===== config.mk =====
export PLATFORM = sky130hd
export DESIGN_NAME = sfp_port_led_controller_core
export DESIGN_NICKNAME = d
export VERILOG_FILES = /design/src/rtl/core/sfpled_pkg.sv /design/src/rtl/core/sfp_port_led_controller_core.sv /design/src/rtl/core/sfpled_in_reg.sv /design/src/rtl/core/sfpled_update.sv /design/src/rtl/core/sfpled_out_reg.sv
export SDC_FILE = /design/constraint.sdc
export NUM_CORES = 1
export LEC_CHECK = 0
export BUFFER_PORTS_ARGS = -buffer_cell sky130_fd_sc_hd__buf_2
export CAP_MARGIN = 40
export CORE_ASPECT_RATIO = 0.7
export CORE_MARGIN = 3
export CORE_UTILIZATION = 52
export CTS_CLUSTER_SIZE = 10
export DETAILED_ROUTE_END_ITERATION = 10
export PLACE_DENSITY = 0.76
export RECOVER_POWER = 25
export SETUP_SLACK_MARGIN = 0.5
export SLEW_MARGIN = 20
export SYNTH_ARGS = -nofsm -noshare
export SYNTH_HDL_FRONTEND = slang
export SYNTH_SLANG_ARGS = --single-unit

===== constraint.sdc =====
create_clock -name clock -period 7.19 [get_ports clock]
set_input_delay 0.3595 -clock clock [delete_from_list [all_inputs] [get_ports clock]]
set_output_delay 0.3595 -clock clock [all_outputs]
set_load 0.01 [all_outputs]

===== src/rtl/core/sfpled_pkg.sv =====
// ----------------------------------------------------------------------------
// SFP port LED controller package
// Payload types and ID/diagnostics bit masks shared by the core modules.
// ----------------------------------------------------------------------------
package sfpled_pkg;

   // copper indications in the module ID page
   localparam logic [7:0] COPPER_B3_MASK = 8'h03;
   localparam logic [7:0] COPPER_B8_MASK = 8'h0C;
   // loss-of-signal bit in diagnostics status byte
   localparam logic [7:0] LOS_BIT_MASK   = 8'h02;

   // reset value of the activity ownership register
   localparam logic ACTIVITY_EXTERNAL_RESET = 1'b0;

   typedef struct packed {
      logic        sfp_present;
      logic        id_read_ok;
      logic [7:0]  id_byte3;
      logic [7:0]  id_byte8;
      logic        diag_read_ok;
      logic [7:0]  diag_status;
      logic        netdev_found;
      logic        oper_up;
      logic        if_running;
      logic [63:0] tx_count;
      logic [63:0] rx_count;
   } req_type;

   typedef struct packed {
      logic link_lamp;
      logic activity_lamp;
      logic link_state;
      logic dac_detected;
   } rsp_type;

endpackage


===== src/rtl/core/sfp_port_led_controller_core.sv =====
// ----------------------------------------------------------------------------
// SFP port LED controller core
// Tracks module presence, cable type, carrier and traffic per poll tick and
// drives the link and activity LED levels.
//
// Usage:
//   req_* carries one poll tick per transfer (valid/stall). rsp_* returns one
//   result per tick: LED levels, the carrier flag and the cable type.
//   csr_write_enable/csr_write_data set the activity ownership bit; write it
//   only while no tick is in flight.
// Path: a tick transfers into the input register, then passes through the
//   update logic into the result register, from which the result is offered
//   on the response channel.
// Throughput: one tick per cycle while rsp_stall is low; the state update is
//   a single pass of logic between the input register and result register.
// Stall: a stalled result holds in the result register; the input register
//   still takes one more tick, then req_stall rises until the result leaves.
// Reset: synchronous; all port state, LED levels and the ownership bit
//   clear, both channels empty.
// ----------------------------------------------------------------------------
module sfp_port_led_controller_core
   import sfpled_pkg::*;
(
   input  logic    clock,
   input  logic    reset,
   input  logic    req_valid,
   output logic    req_stall,
   input  req_type req_data,
   output logic    rsp_valid,
   input  logic    rsp_stall,
   output rsp_type rsp_data,
   input  logic    csr_write_enable,
   input  logic    csr_write_data
);

   logic    tick_valid;
   logic    tick_take;
   req_type tick_data;
   rsp_type result;
   logic    step;

   sfpled_in_reg u_in_reg (
      .clock      (clock),
      .reset      (reset),
      .req_valid  (req_valid),
      .req_stall  (req_stall),
      .req_data   (req_data),
      .tick_valid (tick_valid),
      .tick_take  (tick_take),
      .tick_data  (tick_data)
   );

   // one tick is processed when it can land in the result register
   assign step = tick_valid && tick_take;

   sfpled_update u_update (
      .clock            (clock),
      .reset            (reset),
      .csr_write_enable (csr_write_enable),
      .csr_write_data   (csr_write_data),
      .step             (step),
      .tick             (tick_data),
      .result           (result)
   );

   sfpled_out_reg u_out_reg (
      .clock      (clock),
      .reset      (reset),
      .load_valid (tick_valid),
      .load_ready (tick_take),
      .load_data  (result),
      .rsp_valid  (rsp_valid),
      .rsp_stall  (rsp_stall),
      .rsp_data   (rsp_data)
   );

endmodule


===== src/rtl/core/sfpled_in_reg.sv =====
// ----------------------------------------------------------------------------
// SFP LED input register
// Captures one poll tick from the request channel and holds it until the
// update stage takes it.
// ----------------------------------------------------------------------------
module sfpled_in_reg
   import sfpled_pkg::*;
(
   input  logic    clock,
   input  logic    reset,
   input  logic    req_valid,
   output logic    req_stall,
   input  req_type req_data,
   output logic    tick_valid,
   input  logic    tick_take,
   output req_type tick_data
);

   logic    valid_ff, valid_in;
   req_type data_ff;

   // stall while a held tick cannot move on
   assign req_stall = valid_ff && !tick_take;

   always_comb begin
      valid_in = valid_ff;
      if (!req_stall) begin
         valid_in = req_valid;
      end
   end

   // capture on transfer
   always_ff @(posedge clock) begin
      if (reset) begin
         valid_ff <= 1'b0;
      end else begin
         valid_ff <= valid_in;
      end
   end

   always_ff @(posedge clock) begin
      if (req_valid && !req_stall) begin
         data_ff <= req_data;
      end
   end

   assign tick_valid = valid_ff;
   assign tick_data  = data_ff;

endmodule


===== src/rtl/core/sfpled_update.sv =====
// ----------------------------------------------------------------------------
// SFP LED state update
// Holds port state and the activity ownership register, and works out the
// next state and LED levels for one poll tick.
// ----------------------------------------------------------------------------
module sfpled_update
   import sfpled_pkg::*;
(
   input  logic    clock,
   input  logic    reset,
   input  logic    csr_write_enable,
   input  logic    csr_write_data,
   input  logic    step,
   input  req_type tick,
   output rsp_type result
);

   logic        activity_external_ff;
   logic        present_seen_ff,   present_seen_in;
   logic        carrier_seen_ff,   carrier_seen_in;
   logic        cable_dac_ff,      cable_dac_in;
   logic        netdev_bound_ff,   netdev_bound_in;
   logic [63:0] prev_tx_ff,        prev_tx_in;
   logic [63:0] prev_rx_ff,        prev_rx_in;
   logic        blink_phase_ff,    blink_phase_in;
   logic        link_level_ff,     link_level_in;
   logic        activity_level_ff, activity_level_in;

   // next state for one tick
   always_comb begin
      logic done;
      logic carrier;
      done              = 1'b0;
      carrier           = 1'b0;
      present_seen_in   = present_seen_ff;
      carrier_seen_in   = carrier_seen_ff;
      cable_dac_in      = cable_dac_ff;
      netdev_bound_in   = netdev_bound_ff;
      prev_tx_in        = prev_tx_ff;
      prev_rx_in        = prev_rx_ff;
      blink_phase_in    = blink_phase_ff;
      link_level_in     = link_level_ff;
      activity_level_in = activity_level_ff;

      // presence change: removal clears, insertion classifies the cable
      if (tick.sfp_present != present_seen_ff) begin
         present_seen_in = tick.sfp_present;
         link_level_in   = 1'b0;
         if (!tick.sfp_present) begin
            if (!activity_external_ff) activity_level_in = 1'b0;
            carrier_seen_in = 1'b0;
            cable_dac_in    = 1'b0;
         end else begin
            cable_dac_in = tick.id_read_ok &&
                           (((tick.id_byte3 & COPPER_B3_MASK) != 8'h00) ||
                            ((tick.id_byte8 & COPPER_B8_MASK) != 8'h00));
            if (!activity_external_ff) activity_level_in = 1'b1;
         end
      end

      if (!tick.sfp_present) begin
         done = 1'b1;
      end

      // bind the interface once found; hold link off until then
      if (!done) begin
         if (tick.netdev_found) netdev_bound_in = 1'b1;
         if (!netdev_bound_in) begin
            link_level_in = 1'b0;
            if (!activity_external_ff) activity_level_in = 1'b1;
            done = 1'b1;
         end
      end

      // carrier from operstate for copper, from loss of signal for fibre
      if (!done) begin
         if (cable_dac_in) begin
            carrier = tick.oper_up;
         end else begin
            carrier = tick.diag_read_ok && ((tick.diag_status & LOS_BIT_MASK) == 8'h00);
         end
         if (carrier != carrier_seen_in) begin
            carrier_seen_in = carrier;
            link_level_in   = carrier;
            if (carrier) begin
               if (!activity_external_ff) activity_level_in = 1'b0;
               prev_tx_in     = '0;
               prev_rx_in     = '0;
               blink_phase_in = 1'b0;
            end else begin
               if (!activity_external_ff) activity_level_in = 1'b1;
            end
         end
         if (!carrier || !tick.if_running) done = 1'b1;
      end

      // toggle on traffic, drop on idle
      if (!done) begin
         if ((tick.tx_count != prev_tx_in) || (tick.rx_count != prev_rx_in)) begin
            blink_phase_in = !blink_phase_in;
            if (!activity_external_ff) activity_level_in = blink_phase_in;
            prev_tx_in = tick.tx_count;
            prev_rx_in = tick.rx_count;
         end else if (blink_phase_in) begin
            blink_phase_in = 1'b0;
            if (!activity_external_ff) activity_level_in = 1'b0;
         end
      end
   end

   // result reflects the state after this tick
   assign result.link_lamp     = link_level_in;
   assign result.activity_lamp = activity_level_in;
   assign result.link_state    = carrier_seen_in;
   assign result.dac_detected  = cable_dac_in;

   // configuration register
   always_ff @(posedge clock) begin
      if (reset) begin
         activity_external_ff <= ACTIVITY_EXTERNAL_RESET;
      end else if (csr_write_enable) begin
         activity_external_ff <= csr_write_data;
      end
   end

   // advance port state on each tick
   always_ff @(posedge clock) begin
      if (reset) begin
         present_seen_ff   <= 1'b0;
         carrier_seen_ff   <= 1'b0;
         cable_dac_ff      <= 1'b0;
         netdev_bound_ff   <= 1'b0;
         prev_tx_ff        <= '0;
         prev_rx_ff        <= '0;
         blink_phase_ff    <= 1'b0;
         link_level_ff     <= 1'b0;
         activity_level_ff <= 1'b0;
      end else if (step) begin
         present_seen_ff   <= present_seen_in;
         carrier_seen_ff   <= carrier_seen_in;
         cable_dac_ff      <= cable_dac_in;
         netdev_bound_ff   <= netdev_bound_in;
         prev_tx_ff        <= prev_tx_in;
         prev_rx_ff        <= prev_rx_in;
         blink_phase_ff    <= blink_phase_in;
         link_level_ff     <= link_level_in;
         activity_level_ff <= activity_level_in;
      end
   end

   // link LED always follows the stored carrier
   a_link_tracks_carrier: assert property (@(posedge clock) disable iff (reset)
      link_level_ff == carrier_seen_ff)
      else $error("link LED differs from carrier flag");

   // no module means no carrier, no cable type and link off
   a_absent_clear: assert property (@(posedge clock) disable iff (reset)
      !present_seen_ff |-> (!carrier_seen_ff && !cable_dac_ff && !link_level_ff))
      else $error("state not cleared while module absent");

   // carrier is only ever seen through a bound interface
   a_carrier_needs_bind: assert property (@(posedge clock) disable iff (reset)
      carrier_seen_ff |-> netdev_bound_ff)
      else $error("carrier without bound interface");

   // externally owned activity LED keeps its level across a tick
   a_external_holds: assert property (@(posedge clock) disable iff (reset)
      (step && activity_external_ff) |=> $stable(activity_level_ff))
      else $error("activity LED written while externally owned");

endmodule


===== src/rtl/core/sfpled_out_reg.sv =====
// ----------------------------------------------------------------------------
// SFP LED result register
// Holds one result for the response channel until it is taken.
// ----------------------------------------------------------------------------
module sfpled_out_reg
   import sfpled_pkg::*;
(
   input  logic    clock,
   input  logic    reset,
   input  logic    load_valid,
   output logic    load_ready,
   input  rsp_type load_data,
   output logic    rsp_valid,
   input  logic    rsp_stall,
   output rsp_type rsp_data
);

   logic    valid_ff, valid_in;
   rsp_type data_ff;

   // room when empty or the held result leaves this cycle
   assign load_ready = !valid_ff || !rsp_stall;

   always_comb begin
      valid_in = valid_ff;
      if (load_ready) begin
         valid_in = load_valid;
      end
   end

   always_ff @(posedge clock) begin
      if (reset) begin
         valid_ff <= 1'b0;
      end else begin
         valid_ff <= valid_in;
      end
   end

   // load a fresh result on each transfer in
   always_ff @(posedge clock) begin
      if (load_valid && load_ready) begin
         data_ff <= load_data;
      end
   end

   assign rsp_valid = valid_ff;
   assign rsp_data  = data_ff;

endmodule


==> results.toml <==
[status]
status = "finished, final reports clean"

[synthesis]
ys_warn_count = 0
syn_nets = 1122
synth_edf_count = 143
syn_inst = 958
syn_avg_cell_area_um2 = 12.4
ys_async_sr_fraction_pct = 0
synth.top_cell.area_share_pct = 36.2
synthFlopType = "edfxtp_1"
syn_area_um2 = 11800
synth_seq_cells = 281
synth.area.top_cells = "edfxtp_1 (36%), dfxtp_1 (23%), a22o_1 (9.5%)"
synth_cell_types = 43
yosys.area.top_type = "edfxtp_1"
ys_seq_area_share_pct = 59.6

[critical_path]
reg2reg_from = "u_in_reg.tick_data[157]"
end_kind = "flop"
required_ns = 7.59
cp-startpoint = "u_in_reg.tick_data[157]"
cp-start-kind = "flop"
rrSetupSlack_ns = 2.37
timing.rr.end = "u_update.prev_rx_ff[20]"
path_class = "reg2reg"
critPathMaxFanout = 69
r2r_cells = 13
endpoint = "u_update.prev_rx_ff[20]"
arrival_ns = 5.22

[global_route]
track_usage_pct = 20.2
grt_pass1_wl_um = 41000
antenna_found_initial = 0
grt_max_degree = 70
overflow = 0
grt_pass1_vias = 8131

[finish]
post-route-util_pct = 63.9
drive_gt1_share_pct = 17.3
seqCellArea_um2 = 7060
layout_commonest_cell = "edfxtp_1"
nNetsFinal = 1301
multi_input_area_um2 = 4510
layout_common_cells = "edfxtp_1 (143), dfxtp_1 (138), buf_2 (131)"
synthToLayoutAreaGrowth_pct = 18.7
fill_cells = 1668
n_antenna_cell = 0

[placed_design]
post-dp-hpwl_um = 15600
portBuffers = 150
dp_slack_ns = 2.22
gp_congestion = 0.742

[timing]
tightestPinTransition_ns = 0.754
slew_headroom_pct = 49.7
post-route-period-util_pct = 67.1
period_needed_ns = 4.82
hold_violations = 0
fmax_mhz = 207
fin_ws_ns = 2.37
setup_violations = 0
clock_skew_ns = 0.0204
rsz0062_at_grt = "no"
slew_violations = 0
tns_ns = 0

[floorplan]
die_area_um2 = 24700
ios = 170
core_area_um2 = 22000
initial_utilization_pct = 53.8
rows = 45
die_w_um = 186
die_h_um = 132

[drt]
drc = 0
drt-initial-drc-count = 650
first_pass_iters = 5
wl_per_cell_um = 17.4
dr_total_vias = 8689
final_antenna_net_count = 0
routed_wl_um = 25500
drt-vias-per-instance = 5.93

[clock_tree]
clk_latency_ns = 0.51
ctsLongestPathBuffers = 3
clock_sinks = 281
clk_pin_slew_worst_paths_ns = 0.06
post_cts_buffers = 0
cts_buffers = 34
h-tree-depth = 2
cts_tree = "yes"
clock-root-buffer = "clkbuf_16"

[power]
p_leak_uw = 0.00500
power_density_nw_per_um2 = 253
worst_ir_drop_vdd_mv = 0.161

[worst_hold_path]
hold_class = "in2reg"

[run]
max_cap_violations = 0
==> cells in the mapped netlist (2+ instances only) <==
| cell type | count |
|---|---|
| a21oi_1 | 19 |
| dfxtp_1 | 138 |
| mux2i_1 | 4 |
| nand2_1 | 7 |
| or2_2 | 8 |
| a22o_1 | 128 |
| buf_2 | 8 |
| nor4_1 | 8 |
| nor2b_1 | 2 |
| buf_6 | 12 |
| a211oi_1 | 9 |
| edfxtp_1 | 143 |
| nor2_1 | 66 |
| o21ai_0 | 70 |
| buf_4 | 12 |
| clkbuf_1 | 10 |
| nor4bb_1 | 64 |
| or4_1 | 35 |
| nor3_1 | 36 |
| nand2b_1 | 2 |
| xnor2_1 | 65 |
| buf_1 | 2 |
| nor3b_1 | 4 |
| a31oi_1 | 65 |
| nand4_1 | 3 |
| o22ai_1 | 21 |
==> critical path, cell delays in order (launching register included) <==
cell	delay, ns
edfxtp_1	0.57
o21ai_1	0.19
nor3b_1	0.44
mux2i_4	0.11
buf_4	0.36
nor3_1	0.27
o22ai_1	0.16
or4_1	0.59
or4_1	0.59
o31a_1	0.38
nor3b_2	0.19
buf_4	0.26
buf_16	0.26
a22o_1	0.28
==> sequential cells by signal (all words and copies together), names as in the netlist <==
register,cells
u_in_reg.tick_data,139
u_in_reg.tick_valid,1
u_out_reg.rsp_data,4
u_out_reg.rsp_valid,1
u_update.activity_external_ff,1
u_update.activity_level_ff,1
u_update.blink_phase_ff,1
u_update.cable_dac_ff,1
u_update.carrier_seen_ff,1
u_update.link_level_ff,1
u_update.netdev_bound_ff,1
u_update.present_seen_ff,1
u_update.prev_rx_ff,64
u_update.prev_tx_ff,64
==> layout make-up <==
cell class | count | share of cell area [%]
clock inverter | 2 | 0.125
multi-input combinational | 631 | 32.1
clock buffer | 58 | 6.91
tap | 305 | 2.71
inverter | 2 | 0.0534
timing repair buffer | 187 | 7.93
sequential | 281 | 50.2
==> where the power goes <==
group          internal [uW]  leakage, uW  switching [uW]
Sequential              1750      0.00251            61.1
Clock                    916     0.000473             621
Combinational           97.9      0.00201             106
Total                   2770      0.00500             788
==> repair_timing <==
| item | in CTS | in global routing |
|---|---|---|
| gates resized for setup | 0 | 0 |
| hold endpoints to repair | 22 | 2 |
| hold buffers | 22 | 2 |
==> stage by stage <==
stage               total power, uW  hold WS [ns]  std cells  instance area [um^2]
global route                   3690      0.000692       1466                 14100
CTS                            3590      0.000394       1462                 14000
global placement               2030         0.466       1378                 12800
finish                         3550        0.0206       1466                 14100
detailed placement             2040         0.483       1380                 12800
floorplan                      1960         0.450        958                 11900
==> worst min path at each step <==
stage,start,endpoint,slack (ns),cells after the start
after floorplan,u_in_reg.tick_valid,u_out_reg.rsp_valid,0.45,2
after global placement,u_in_reg.tick_valid,u_out_reg.rsp_valid,0.47,2
after detailed placement,u_in_reg.tick_valid,u_out_reg.rsp_valid,0.48,2
after CTS,req_data[5],u_in_reg.tick_data[5],0.0004,1
after global routing,req_data[52],u_in_reg.tick_data[52],0.0007,1
final,req_data[5],u_in_reg.tick_data[5],0.02,1
==> kinds of logic after synthesis <==
logic type,after synthesis,synth area share [%]
AO/OA/AOI/OAI,320,19.0
multiplexers,5,0.433
flip-flops,281,59.6
AND/OR/NAND/NOR,240,13.3
buffers and inverters,46,2.68
XOR/XNOR,66,4.94
==> layer usage <==
layer / wire length [um] / track usage, % / share of wire [%]
met1: 11800 / 27.7 / 46
met2: 11400 / 31.6 / 45
met3: 1820 / 5.42 / 7.1
met4: 486 / 6.00 / 1.9
met5: 0 / 0 / 0
Power figures use the tool's default switching activity.
